--- config.mk ---
export PLATFORM = sky130hd
export DESIGN_NAME = framed_packet_receiver_unit
export DESIGN_NICKNAME = d
export VERILOG_FILES = /design/src/fpr_pkg.sv /design/src/framed_packet_receiver_unit.sv /design/src/fpr_regs.sv /design/src/fpr_store.sv
export SDC_FILE = /design/constraint.sdc
export NUM_CORES = 1
export LEC_CHECK = 0
export BUFFER_PORTS_ARGS = -buffer_cell sky130_fd_sc_hd__buf_2
export CELL_PAD_IN_SITES_DETAIL_PLACEMENT = 0
export CELL_PAD_IN_SITES_GLOBAL_PLACEMENT = 1
export CORE_ASPECT_RATIO = 0.75
export CORE_UTILIZATION = 58
export CTS_BUF_LIST = sky130_fd_sc_hd__clkbuf_8
export DETAILED_ROUTE_END_ITERATION = 10
export GPL_TIMING_DRIVEN = 0
export HOLD_SLACK_MARGIN = 0.1
export PLACE_DENSITY = 0.94
export SYNTH_ARGS = -nofsm -noshare
export SYNTH_HDL_FRONTEND = slang
export SYNTH_SLANG_ARGS = --single-unit
--- constraint.sdc ---
create_clock -name clk -period 4.7 [get_ports clk]
set_clock_uncertainty 0.2 [all_clocks]
set_input_delay 0.47 -clock clk [delete_from_list [all_inputs] [get_ports clk]]
set_output_delay 0.47 -clock clk [all_outputs]
set_load 0.05 [all_outputs]
--- src/fpr_pkg.sv ---
`timescale 1ns / 1ps
`default_nettype none

package fpr_pkg;

    localparam int MAX_PAYLOAD = 32;
    localparam int IDX_W = $clog2(MAX_PAYLOAD + 1);
    localparam int ADDR_W = (MAX_PAYLOAD > 1) ? $clog2(MAX_PAYLOAD) : 1;

    localparam logic [7:0] RESET_START_BYTE = 8'h02;
    localparam logic [7:0] RESET_END_BYTE = 8'h03;

    localparam logic REG_START_BYTE = 1'b0;
    localparam logic REG_END_BYTE = 1'b1;

    typedef enum logic [1:0] {
        ST_OK       = 2'd0,
        ST_CHECKSUM = 2'd1,
        ST_END      = 2'd2,
        ST_LENGTH   = 2'd3
    } status_t;

    typedef enum logic [2:0] {
        PH_HUNT,
        PH_LEN,
        PH_DATA,
        PH_CHK,
        PH_END,
        PH_RD,
        PH_EMIT
    } phase_t;

    typedef struct packed {
        logic [7:0] start_byte;
        logic [7:0] end_byte;
    } cfg_t;

endpackage

`default_nettype wire

--- src/framed_packet_receiver_unit.sv ---
`timescale 1ns / 1ps
`default_nettype none

// Channel   Handshake            Payload
// in        in_valid, in_ready   rx_byte
// out       out_valid, out_ready payload_byte, frame_status, last_of_frame
// cfg       APB write/read       start_byte at 0x0, end_byte at 0x4
//
// Input is refused while the store is drained; the length, checksum and end
// bytes also wait while an earlier result is still held in the output register
// and out_ready is low. After a good frame the payload store is drained one
// byte at a time (a store read, then the load of the output register), and
// the drain stalls while out_ready is low.
// Reset is asynchronous and clears the control state; the store is not cleared.

module framed_packet_receiver_unit (
    input  wire logic        clk,
    input  wire logic        rst_n,
    input  wire logic        in_valid,
    output logic             in_ready,
    input  wire logic [7:0]  rx_byte,
    output logic             out_valid,
    input  wire logic        out_ready,
    output logic [7:0]       payload_byte,
    output logic [1:0]       frame_status,
    output logic             last_of_frame,
    input  wire logic        psel,
    input  wire logic        penable,
    input  wire logic        pwrite,
    input  wire logic [2:0]  paddr,
    input  wire logic [31:0] pwdata,
    output logic [31:0]      prdata,
    output logic             pready
);
    import fpr_pkg::*;

    cfg_t               cfg;
    phase_t             phase_reg;
    phase_t             phase_next;
    logic [IDX_W-1:0]   wr_idx_reg;
    logic [IDX_W-1:0]   rd_idx_reg;
    logic [IDX_W-1:0]   len_reg;
    logic [7:0]         xor_reg;
    logic               out_valid_reg;
    logic [7:0]         out_byte_reg;
    status_t            out_status_reg;
    logic               out_last_reg;

    logic               accept;
    logic               out_free;
    logic               bad_len;
    logic               clr;
    logic               len_ld;
    logic               wr_en;
    logic               rd_en;
    logic               rd_inc;
    logic               load;
    logic [7:0]         load_byte;
    status_t            load_status;
    logic               load_last;
    logic [7:0]         rd_data;

    fpr_regs u_regs (
        .clk     (clk),
        .rst_n   (rst_n),
        .psel    (psel),
        .penable (penable),
        .pwrite  (pwrite),
        .paddr   (paddr),
        .pwdata  (pwdata),
        .prdata  (prdata),
        .pready  (pready),
        .cfg     (cfg)
    );

    fpr_store u_store (
        .clk     (clk),
        .wr_en   (wr_en),
        .wr_addr (wr_idx_reg[ADDR_W-1:0]),
        .wr_data (rx_byte),
        .rd_en   (rd_en),
        .rd_addr (rd_idx_reg[ADDR_W-1:0]),
        .rd_data (rd_data)
    );

    assign accept = in_valid && in_ready;
    assign out_free = !out_valid_reg || out_ready;
    assign bad_len = (rx_byte == 8'd0) || (rx_byte > 8'(MAX_PAYLOAD));

    always_comb
    begin
        phase_next = phase_reg;
        unique case (phase_reg)
            PH_HUNT:
            begin
                if (accept && rx_byte == cfg.start_byte)
                begin
                    phase_next = PH_LEN;
                end
            end
            PH_LEN:
            begin
                if (accept)
                begin
                    phase_next = bad_len ? PH_HUNT : PH_DATA;
                end
            end
            PH_DATA:
            begin
                if (accept && (wr_idx_reg + IDX_W'(1)) == len_reg)
                begin
                    phase_next = PH_CHK;
                end
            end
            PH_CHK:
            begin
                if (accept)
                begin
                    phase_next = (rx_byte != xor_reg) ? PH_HUNT : PH_END;
                end
            end
            PH_END:
            begin
                if (accept)
                begin
                    phase_next = (rx_byte != cfg.end_byte) ? PH_HUNT : PH_RD;
                end
            end
            PH_RD:
            begin
                phase_next = PH_EMIT;
            end
            PH_EMIT:
            begin
                if (out_free)
                begin
                    phase_next = ((rd_idx_reg + IDX_W'(1)) == wr_idx_reg) ? PH_HUNT : PH_RD;
                end
            end
            default:
            begin
                phase_next = PH_HUNT;
            end
        endcase
    end

    always_comb
    begin
        in_ready = 1'b0;
        clr = 1'b0;
        len_ld = 1'b0;
        wr_en = 1'b0;
        rd_en = 1'b0;
        rd_inc = 1'b0;
        load = 1'b0;
        load_byte = 8'd0;
        load_status = ST_OK;
        load_last = 1'b1;
        unique case (phase_reg)
            PH_HUNT:
            begin
                in_ready = 1'b1;
                clr = accept && (rx_byte == cfg.start_byte);
            end
            PH_LEN:
            begin
                in_ready = out_free;
                len_ld = accept && !bad_len;
                load = accept && bad_len;
                load_status = ST_LENGTH;
            end
            PH_DATA:
            begin
                in_ready = 1'b1;
                wr_en = accept;
            end
            PH_CHK:
            begin
                in_ready = out_free;
                load = accept && (rx_byte != xor_reg);
                load_status = ST_CHECKSUM;
            end
            PH_END:
            begin
                in_ready = out_free;
                load = accept && (rx_byte != cfg.end_byte);
                load_status = ST_END;
            end
            PH_RD:
            begin
                rd_en = 1'b1;
            end
            PH_EMIT:
            begin
                load = out_free;
                rd_inc = out_free;
                load_byte = rd_data;
                load_status = ST_OK;
                load_last = (rd_idx_reg + IDX_W'(1)) == wr_idx_reg;
            end
            default:
            begin
                in_ready = 1'b0;
            end
        endcase
    end

    always_ff @(posedge clk or negedge rst_n)
    begin
        if (!rst_n)
        begin
            phase_reg <= PH_HUNT;
            wr_idx_reg <= '0;
            rd_idx_reg <= '0;
            len_reg <= '0;
            xor_reg <= 8'd0;
            out_valid_reg <= 1'b0;
        end
        else
        begin
            phase_reg <= phase_next;
            if (clr)
            begin
                wr_idx_reg <= '0;
                rd_idx_reg <= '0;
                xor_reg <= 8'd0;
            end
            else
            begin
                if (wr_en)
                begin
                    wr_idx_reg <= wr_idx_reg + IDX_W'(1);
                    xor_reg <= xor_reg ^ rx_byte;
                end
                if (rd_inc)
                begin
                    rd_idx_reg <= rd_idx_reg + IDX_W'(1);
                end
            end
            if (len_ld)
            begin
                len_reg <= IDX_W'(rx_byte);
            end
            if (load)
            begin
                out_valid_reg <= 1'b1;
            end
            else if (out_ready)
            begin
                out_valid_reg <= 1'b0;
            end
        end
    end

    always_ff @(posedge clk)
    begin
        if (load)
        begin
            out_byte_reg <= load_byte;
            out_status_reg <= load_status;
            out_last_reg <= load_last;
        end
    end

    assign out_valid = out_valid_reg;
    assign payload_byte = out_byte_reg;
    assign frame_status = out_status_reg;
    assign last_of_frame = out_last_reg;

    a_no_input_in_drain: assert property (@(posedge clk) disable iff (!rst_n)
        in_ready |-> (phase_reg != PH_RD && phase_reg != PH_EMIT))
        else $error("input taken while the store is being drained");

    a_index_in_range: assert property (@(posedge clk) disable iff (!rst_n)
        wr_idx_reg <= IDX_W'(MAX_PAYLOAD))
        else $error("write index beyond the store depth");

    a_read_below_fill: assert property (@(posedge clk) disable iff (!rst_n)
        (phase_reg == PH_RD || phase_reg == PH_EMIT) |-> rd_idx_reg < wr_idx_reg)
        else $error("store read beyond the bytes of the frame");

    a_no_overwrite: assert property (@(posedge clk) disable iff (!rst_n)
        (out_valid_reg && !out_ready) |-> !load)
        else $error("held result overwritten");

endmodule

`default_nettype wire

--- src/fpr_regs.sv ---
`timescale 1ns / 1ps
`default_nettype none

module fpr_regs (
    input  wire logic          clk,
    input  wire logic          rst_n,
    input  wire logic          psel,
    input  wire logic          penable,
    input  wire logic          pwrite,
    input  wire logic [2:0]    paddr,
    input  wire logic [31:0]   pwdata,
    output logic [31:0]        prdata,
    output logic               pready,
    output fpr_pkg::cfg_t      cfg
);
    import fpr_pkg::*;

    logic [7:0] start_byte_reg;
    logic [7:0] end_byte_reg;
    logic       wr_en;

    assign pready = 1'b1;
    assign wr_en = psel && penable && pwrite && pready;

    always_ff @(posedge clk or negedge rst_n)
    begin
        if (!rst_n)
        begin
            start_byte_reg <= RESET_START_BYTE;
            end_byte_reg <= RESET_END_BYTE;
        end
        else if (wr_en)
        begin
            if (paddr[2] == REG_START_BYTE)
            begin
                start_byte_reg <= pwdata[7:0];
            end
            else
            begin
                end_byte_reg <= pwdata[7:0];
            end
        end
    end

    always_comb
    begin
        if (paddr[2] == REG_START_BYTE)
        begin
            prdata = {24'd0, start_byte_reg};
        end
        else
        begin
            prdata = {24'd0, end_byte_reg};
        end
    end

    assign cfg.start_byte = start_byte_reg;
    assign cfg.end_byte = end_byte_reg;

endmodule

`default_nettype wire

--- src/fpr_store.sv ---
`timescale 1ns / 1ps
`default_nettype none

module fpr_store (
    input  wire logic                        clk,
    input  wire logic                        wr_en,
    input  wire logic [fpr_pkg::ADDR_W-1:0]  wr_addr,
    input  wire logic [7:0]                  wr_data,
    input  wire logic                        rd_en,
    input  wire logic [fpr_pkg::ADDR_W-1:0]  rd_addr,
    output logic [7:0]                       rd_data
);
    import fpr_pkg::*;

    logic [7:0] mem [MAX_PAYLOAD];

    always_ff @(posedge clk)
    begin
        if (wr_en)
        begin
            mem[wr_addr] <= wr_data;
        end
    end

    always_ff @(posedge clk)
    begin
        if (rd_en)
        begin
            rd_data <= mem[rd_addr];
        end
    end

endmodule

`default_nettype wire
; ---- After elaboration in Yosys (flattened, before gate mapping)
; Memory sizes are Yosys's and may differ from the RTL's. A register that Yosys moved wholly into a read port is not among the register bits.
; Cells that the tools add are included.
; Widths: inputs -> output; s select.
[totals]
ramBits = 256
memories = 1
wordCells = 87
out_inout_bits = 46
inputBits = 50
regBits = 57
[classes]
n_eq_ne = 17
n_addsub = 2
bitwise = 2
magnitude_cmp = 1
reduce_logical = 23
mux = 30
[memory_table]
columns = name, depth, word_bits, read_ports, rd_ports_with_merged_regs, wr, line_no
row1 = u_store.mem, 32, 8, 1, 1, 1, fpr_store.sv:15  ; logic [7:0] mem [MAX_PAYLOAD];
[op_table]
columns = op, count
row1 = $mux 3, 9
row2 = $mux 6, 4
row3 = $mux 8, 3
row4 = $pmux 3 s7, 1
row5 = $ne 8x8->1, 2
row6 = $add 6x1->6 const B, 2
row7 = $eq 6x6->1, 2
row8 = $ne 2x2->1 const B, 6
row9 = $eq 3x3->1 const B, 3
row10 = $logic_and 1x1->1, 9
row11 = $mux 1, 9
row12 = $eq 8x8->1, 1
row13 = $gt 8x6->1 const B, 1
row14 = $logic_not 8->1, 1
row15 = $xor 8x8->8, 1
row16 = $eq 3x2->1 const B, 2
row17 = $pmux 2 s3, 1
row18 = $reduce_and 6->1, 1
row19 = $reduce_bool 2->1, 3
row20 = $pmux 1 s4, 1
row21 = $reduce_and 2->1, 2
row22 = $eq 3x1->1 const B, 1
row23 = $logic_not 3->1, 1
row24 = $reduce_or 3->1, 1
row25 = other kinds (6), 8

; ---- Logic depth before layout (Yosys ltp)
[depth]
word_depth = 7
mapped_depth = 8
mapped_depth_nobuf = 7

; ---- Hierarchy
; A second synthesis with hierarchy kept.
[unflattened]
hier_cells = 748
hier_area_um2 = 13603.0
[modules_own_cells]
columns = mod, seq_area_each_um2, area_each_um2, instances, cells_per_inst
row1 = fpr_store, 7927.6, 10133.5, 1, 417
row2 = framed_packet_receiver_unit, 1081.0, 2543.7, 1, 261
row3 = fpr_regs, 404.1, 925.9, 1, 70

; ---- Least setup slack after synthesis
; No wires, ideal clock.
[synth_timing]
path_kind = input to register
startpoint = input port rx_byte[1]
endpoint = register out_status_reg[0], in the netlist frame_status[0] (enable)
path_slack_ns = 1.833
setup_time_ns = 0.349
required_ns = 4.151
path_buffers = 1
t_arrival_ns = 2.318
stages = 7
cell_sequence = buf_2 or4_1 or3_1 nand3_1 nor2_1 o41ai_2 and2_1
[synth_between]
elab_chain_len = 4
word_cells_on_any_way = 9
cone_classes = order compare: 1 / eq/ne: 2 / mux: 1 / reduce/logical: 5
[synth_lines]
columns = item, line_no
row1 = "start, declared", framed_packet_receiver_unit.sv:21  ; input wire logic [7:0] rx_byte,
row2 = $gt 8x6->1 / $logic_not 8->1 (equally long branches), framed_packet_receiver_unit.sv:88  ; assign bad_len = (rx_byte == 8'd0) || (rx_byte > 8'(MAX_PAYLOAD));
row3 = $logic_or 1x1->1, framed_packet_receiver_unit.sv:88
row4 = $logic_and 1x1->1, framed_packet_receiver_unit.sv:169  ; load = accept && bad_len;
row5 = $pmux 1 s4 (*), framed_packet_receiver_unit.sv:159  ; unique case (phase_reg)
row6 = net load, framed_packet_receiver_unit.sv:57  ; logic load;
row7 = "end signal, assigned", framed_packet_receiver_unit.sv:260  ; out_status_reg <= load_status;
row8 = "end, declared", framed_packet_receiver_unit.sv:46  ; status_t out_status_reg;
; The timed path passes the listed nets; every way through them passes the cells marked *.
; A chain may end at the register's enable or synchronous reset.

; ---- Final worst setup path
[layout_timing]
startpoint = register phase_reg[2]
endpoint = memory u_store.mem[1][6] (enable)
[layout_between]
elab_chain_len = 7
word_cells_on_any_way = 12
cone_classes = eq/ne: 4 / mux: 4 / reduce/logical: 4
[layout_lines]
columns = item, line_no
row1 = "start, declared", framed_packet_receiver_unit.sv:38  ; phase_t phase_reg;
row2 = "start signal, assigned", framed_packet_receiver_unit.sv:221  ; phase_reg <= phase_next;
row3 = $eq 3x3->1 (tied with other cells), framed_packet_receiver_unit.sv:159
row4 = $reduce_or 3->1 (no line) / $reduce_or 2->1 (equally long branches), -
row5 = $pmux 1 s2, framed_packet_receiver_unit.sv:159
row6 = $logic_and 1x1->1, framed_packet_receiver_unit.sv:86  ; assign accept = in_valid && in_ready;
row7 = $mux 1 (*), framed_packet_receiver_unit.sv:159
row8 = $mux 1 (*), fpr_store.sv:19  ; if (wr_en)
row9 = $mux 1 (not written as such) (*), fpr_store.sv:21  ; mem[wr_addr] <= wr_data;
row10 = "end, declared", fpr_store.sv:15
; Every way passes the cells marked *; elsewhere a longest branch is shown, timed or not.

==> summary.md <==
| Metric | Value |
|---|---|
| Synth area leaders | `edfxtp_1 (61%), mux4_2 (13%), dfrtp_1 (7.9%)` |
| Vias in the first global route | `6940` |
| Cell variety after synth | `52` |
| Routed WL | `28100 um` |
| Pin count of the biggest net entering global routing | `47` |
| Worst EP required | `4.69 ns` |
| Die Ht | `134 um` |
| Minimum clock period | `3.52 ns` |
| Cell Chain, Critical Path | `clkbuf_1 -> nor3_1 -> and2_1 -> clkbuf_1 -> buf_2 -> nand2_1 -> nor2_1` |
| CTS tree | `built` |
| Most used cell, CP | `clkbuf_1` |
| Worst-Skew Late Latency | `0.57 ns` |
| Via-per-instance ratio | `5.88` |
| Setup TNS | `0 ns` |
| Placed Cells | `1121` |
| Placer Congestion | `0.867` |
| Top reg by flops | `u_store.mem` |
| CP top delay family | `simple AND/OR/NAND/NOR gates` |
| Buf/Inv on CP | `3` |
| Arr. time, crit path | `3.51 ns` |
| Initial antenna violation count | `2` |
| EDFF count, synth | `275` |
| Final layout net count | `935` |
| Outcome | `complete, no violations` |
| Hold Path Class | `in -> reg` |
| ANT cells | `0` |
| Dpl hpwl | `18500 um` |
| Pwr dens | `419 nW/um^2` |
| Worst Hold Path EP | `out_valid` |
| CP Max Fanout | `10` |
| WL per Instance | `23.1 um` |
| Fill count | `1535` |
| Fin worst setup slack | `1.18 ns` |
| Max reg flops | `256` |
| Top-area cell type share of the netlist area | `61.0%` |
| Clk buf depth | `3` |
| Min-delay src | `in_valid` |
| Pre-antenna DRT Iters | `5` |
| RSZ-0062 raised after global routing | `false` |
| Global-route usage over all layers | `24.6%` |
| Crit path kind | `reg -> reg` |
| Post-synth ARST share | `14.3%` |
| Drc violations | `0` |
| Port Buffers | `43` |
| Mapped cell area | `13500 sq um` |
| Synth Register Bits | `321` |
| Post-synthesis area per instance | `17.9 sq um` |
| Final setup viols | `0` |
| Num CTS Buffers | `48` |
| Hold path depth | `4` |
| Area occupied by multi-input gates | `3810 sq um` |
| Critical Path Slowest Stage Cell | `nor2_1` |
| Vias | `7154` |
| Reg clk slew, reported paths | `0.06 ns` |
| Storage element area | `9410 sq um` |
| Post-cts sizing count | `0` |
| Max Cap Viol | `0` |
| Endpoint class of the critical path | `flop` |
| Final worst-path cycle share | `74.9%` |
| Primary FF master, synth | `edfxtp_1` |
| Core ar. | `22900 sq um` |
| Cells on worst reg2reg path | `7` |
| Die Wd | `178 um` |
| FP Rows | `48` |
| Cells after Synth | `755` |
| Post-synth top area cell | `edfxtp_1` |
| Peak Freq | `284 MHz` |
| Max VDD drop | `0.342 mV` |
| Most instantiated library cell after synthesis | `edfxtp_1` |
| Number of H-tree levels | `2` |
| Clk sink count | `321` |
| Max-slew headroom at the worst pin | `29.1%` |
| YS warnings | `0` |
| Post-Place Setup Slack | `1.10 ns` |
| DIE AREA | `24000 sq um` |
| Most instantiated cells after synthesis | `edfxtp_1 (275), mux4_2 (80), nor2_1 (64)` |
| Final core utilization | `66.5%` |
| Worst-margin pin slew | `1.06 ns` |
| Setup bufs post-CTS | `0` |
| Iteration-0 DRC Markers | `733` |
| IO Count | `96` |
| Final Cell Area | `15300 sq um` |
| Worst reg2reg path startpoint | `phase_reg[2]` |
| Post-synthesis sequential area ratio | `69.5%` |
| Detail Route Antenna Nets | `0` |
| Area growth, synth to finish | `12.8%` |
| Final Hold Viols | `0` |
| CP Launch Type | `flop` |
| Initial Util | `59.0%` |
| Final std cells w/o fill | `1216` |
| CTS root buffer | `clkbuf_8` |
| Share of layout cells above drive strength 1 | `29.7%` |
| Gr ovfl total | `0` |
| Post-placement cell area | `14200 sq um` |
| Max-slew violations | `0` |
| R2R Setup Slk | `1.18 ns` |
| Pleak | `5.25 nW` |
| CP peak stage delay | `0.79 ns` |
| First-pass GRT wire length | `42100 um` |
| Worst flop-to-flop path endpoint | `u_store.mem[1][6]` |
what timing repair did:
action | in CTS | in global routing
setup endpoints to repair | 0 | 0
hold buffers | 9 | 0
endpoints found under the hold margin | 59 | 0
logic make-up (layout without fill, tap and decap cells):
logic type,Yosys count,count (layout),share of synthesized area [%]
buffers and inverters,72,210,2.99
AOI/OAI and AO/OA,30,30,1.55
adders and majority gates,5,5,0.462
and+or+nand+nor,149,149,5.18
muxes,119,119,16.5
other,2,25,0.0555
DFF,321,321,69.5
xor gates and xnor gates,57,57,3.69
layout make-up:
| class | count | area share, % |
|---|---|---|
| Multi-Input combinational cell | 385 | 24.9 |
| Sequential cell | 321 | 61.7 |
| Clock inverter | 29 | 1.16 |
| Timing Repair Buffer | 52 | 2.00 |
| Clock buffer | 57 | 5.14 |
| Inverter | 7 | 0.172 |
| Tap cell | 300 | 2.46 |
| Buffer | 65 | 2.48 |
metrics by stage:
stage	hold WS, ns	total power [mW]
global route	0.209	6.63
global placement	0.301	4.17
finish	0.209	6.40
CTS	0.171	6.42
floorplan	-0.0256	3.97
detailed placement	0.307	4.19
cell usage in the layout, fill, tap and decap left out, types with 3 or more instances in the layout:
master	instances
buf_4	25
clkinv_1	8
dfstp_2	3
nand3_1	9
dlygate4sd3_1	9
conb_1	25
or3_1	3
buf_6	4
edfxtp_1	275
dfrtp_1	43
clkbuf_8	57
o21ai_0	6
xnor2_1	23
nand2_1	29
xor2_1	34
and2_1	12
mux2_1	6
nand4_1	3
nand2b_1	5
nor4_1	3
mux2_2	32
ha_1	5
mux4_2	80
clkinv_2	6
or2_2	4
clkbuf_1	25
inv_1	17
nor3_1	6
nor2_1	64
buf_2	52
a21oi_1	10
worst min-delay path, cell delays in order:
cell and delay (ns):
buf_2 0.16, nand2_1 0.08, o41ai_2 0.08, nand2b_1 0.13
worst max path at each step:
| stage | from | endpoint | slack [ns] | cells after the start |
|---|---|---|---|---|
| 3_5_place_dp | rx_byte[1] | payload_byte[1] | 1.10 | 8 |
| 6_report | phase_reg[2] | u_store.mem[1][6] | 1.18 | 7 |
| 2_1_floorplan | rx_byte[1] | frame_status[0] | 1.83 | 7 |
| 4_1_cts | phase_reg[2] | u_store.mem[28][2] | 1.20 | 7 |
| 3_3_place_gp | rx_byte[1] | payload_byte[1] | 1.16 | 8 |
| 5_1_grt | phase_reg[2] | u_store.mem[14][3] | 0.96 | 7 |
layer usage:
metal / track usage, % / vias up / wire (um)
li1: - / 3127 / -
met1: 37.1 / 3617 / 11900
met2: 36.1 / 367 / 12900
met3: 6.75 / 41 / 2890
met4: 5.79 / 2 / 445
met5: 0 / - / 9
report_power, final:
group / switching (mW) / internal [mW]
logic: 0.517 / 0.287
clock network: 1.04 / 1.21
registers: 0.106 / 3.24
(Power assumes the default switching activity.)
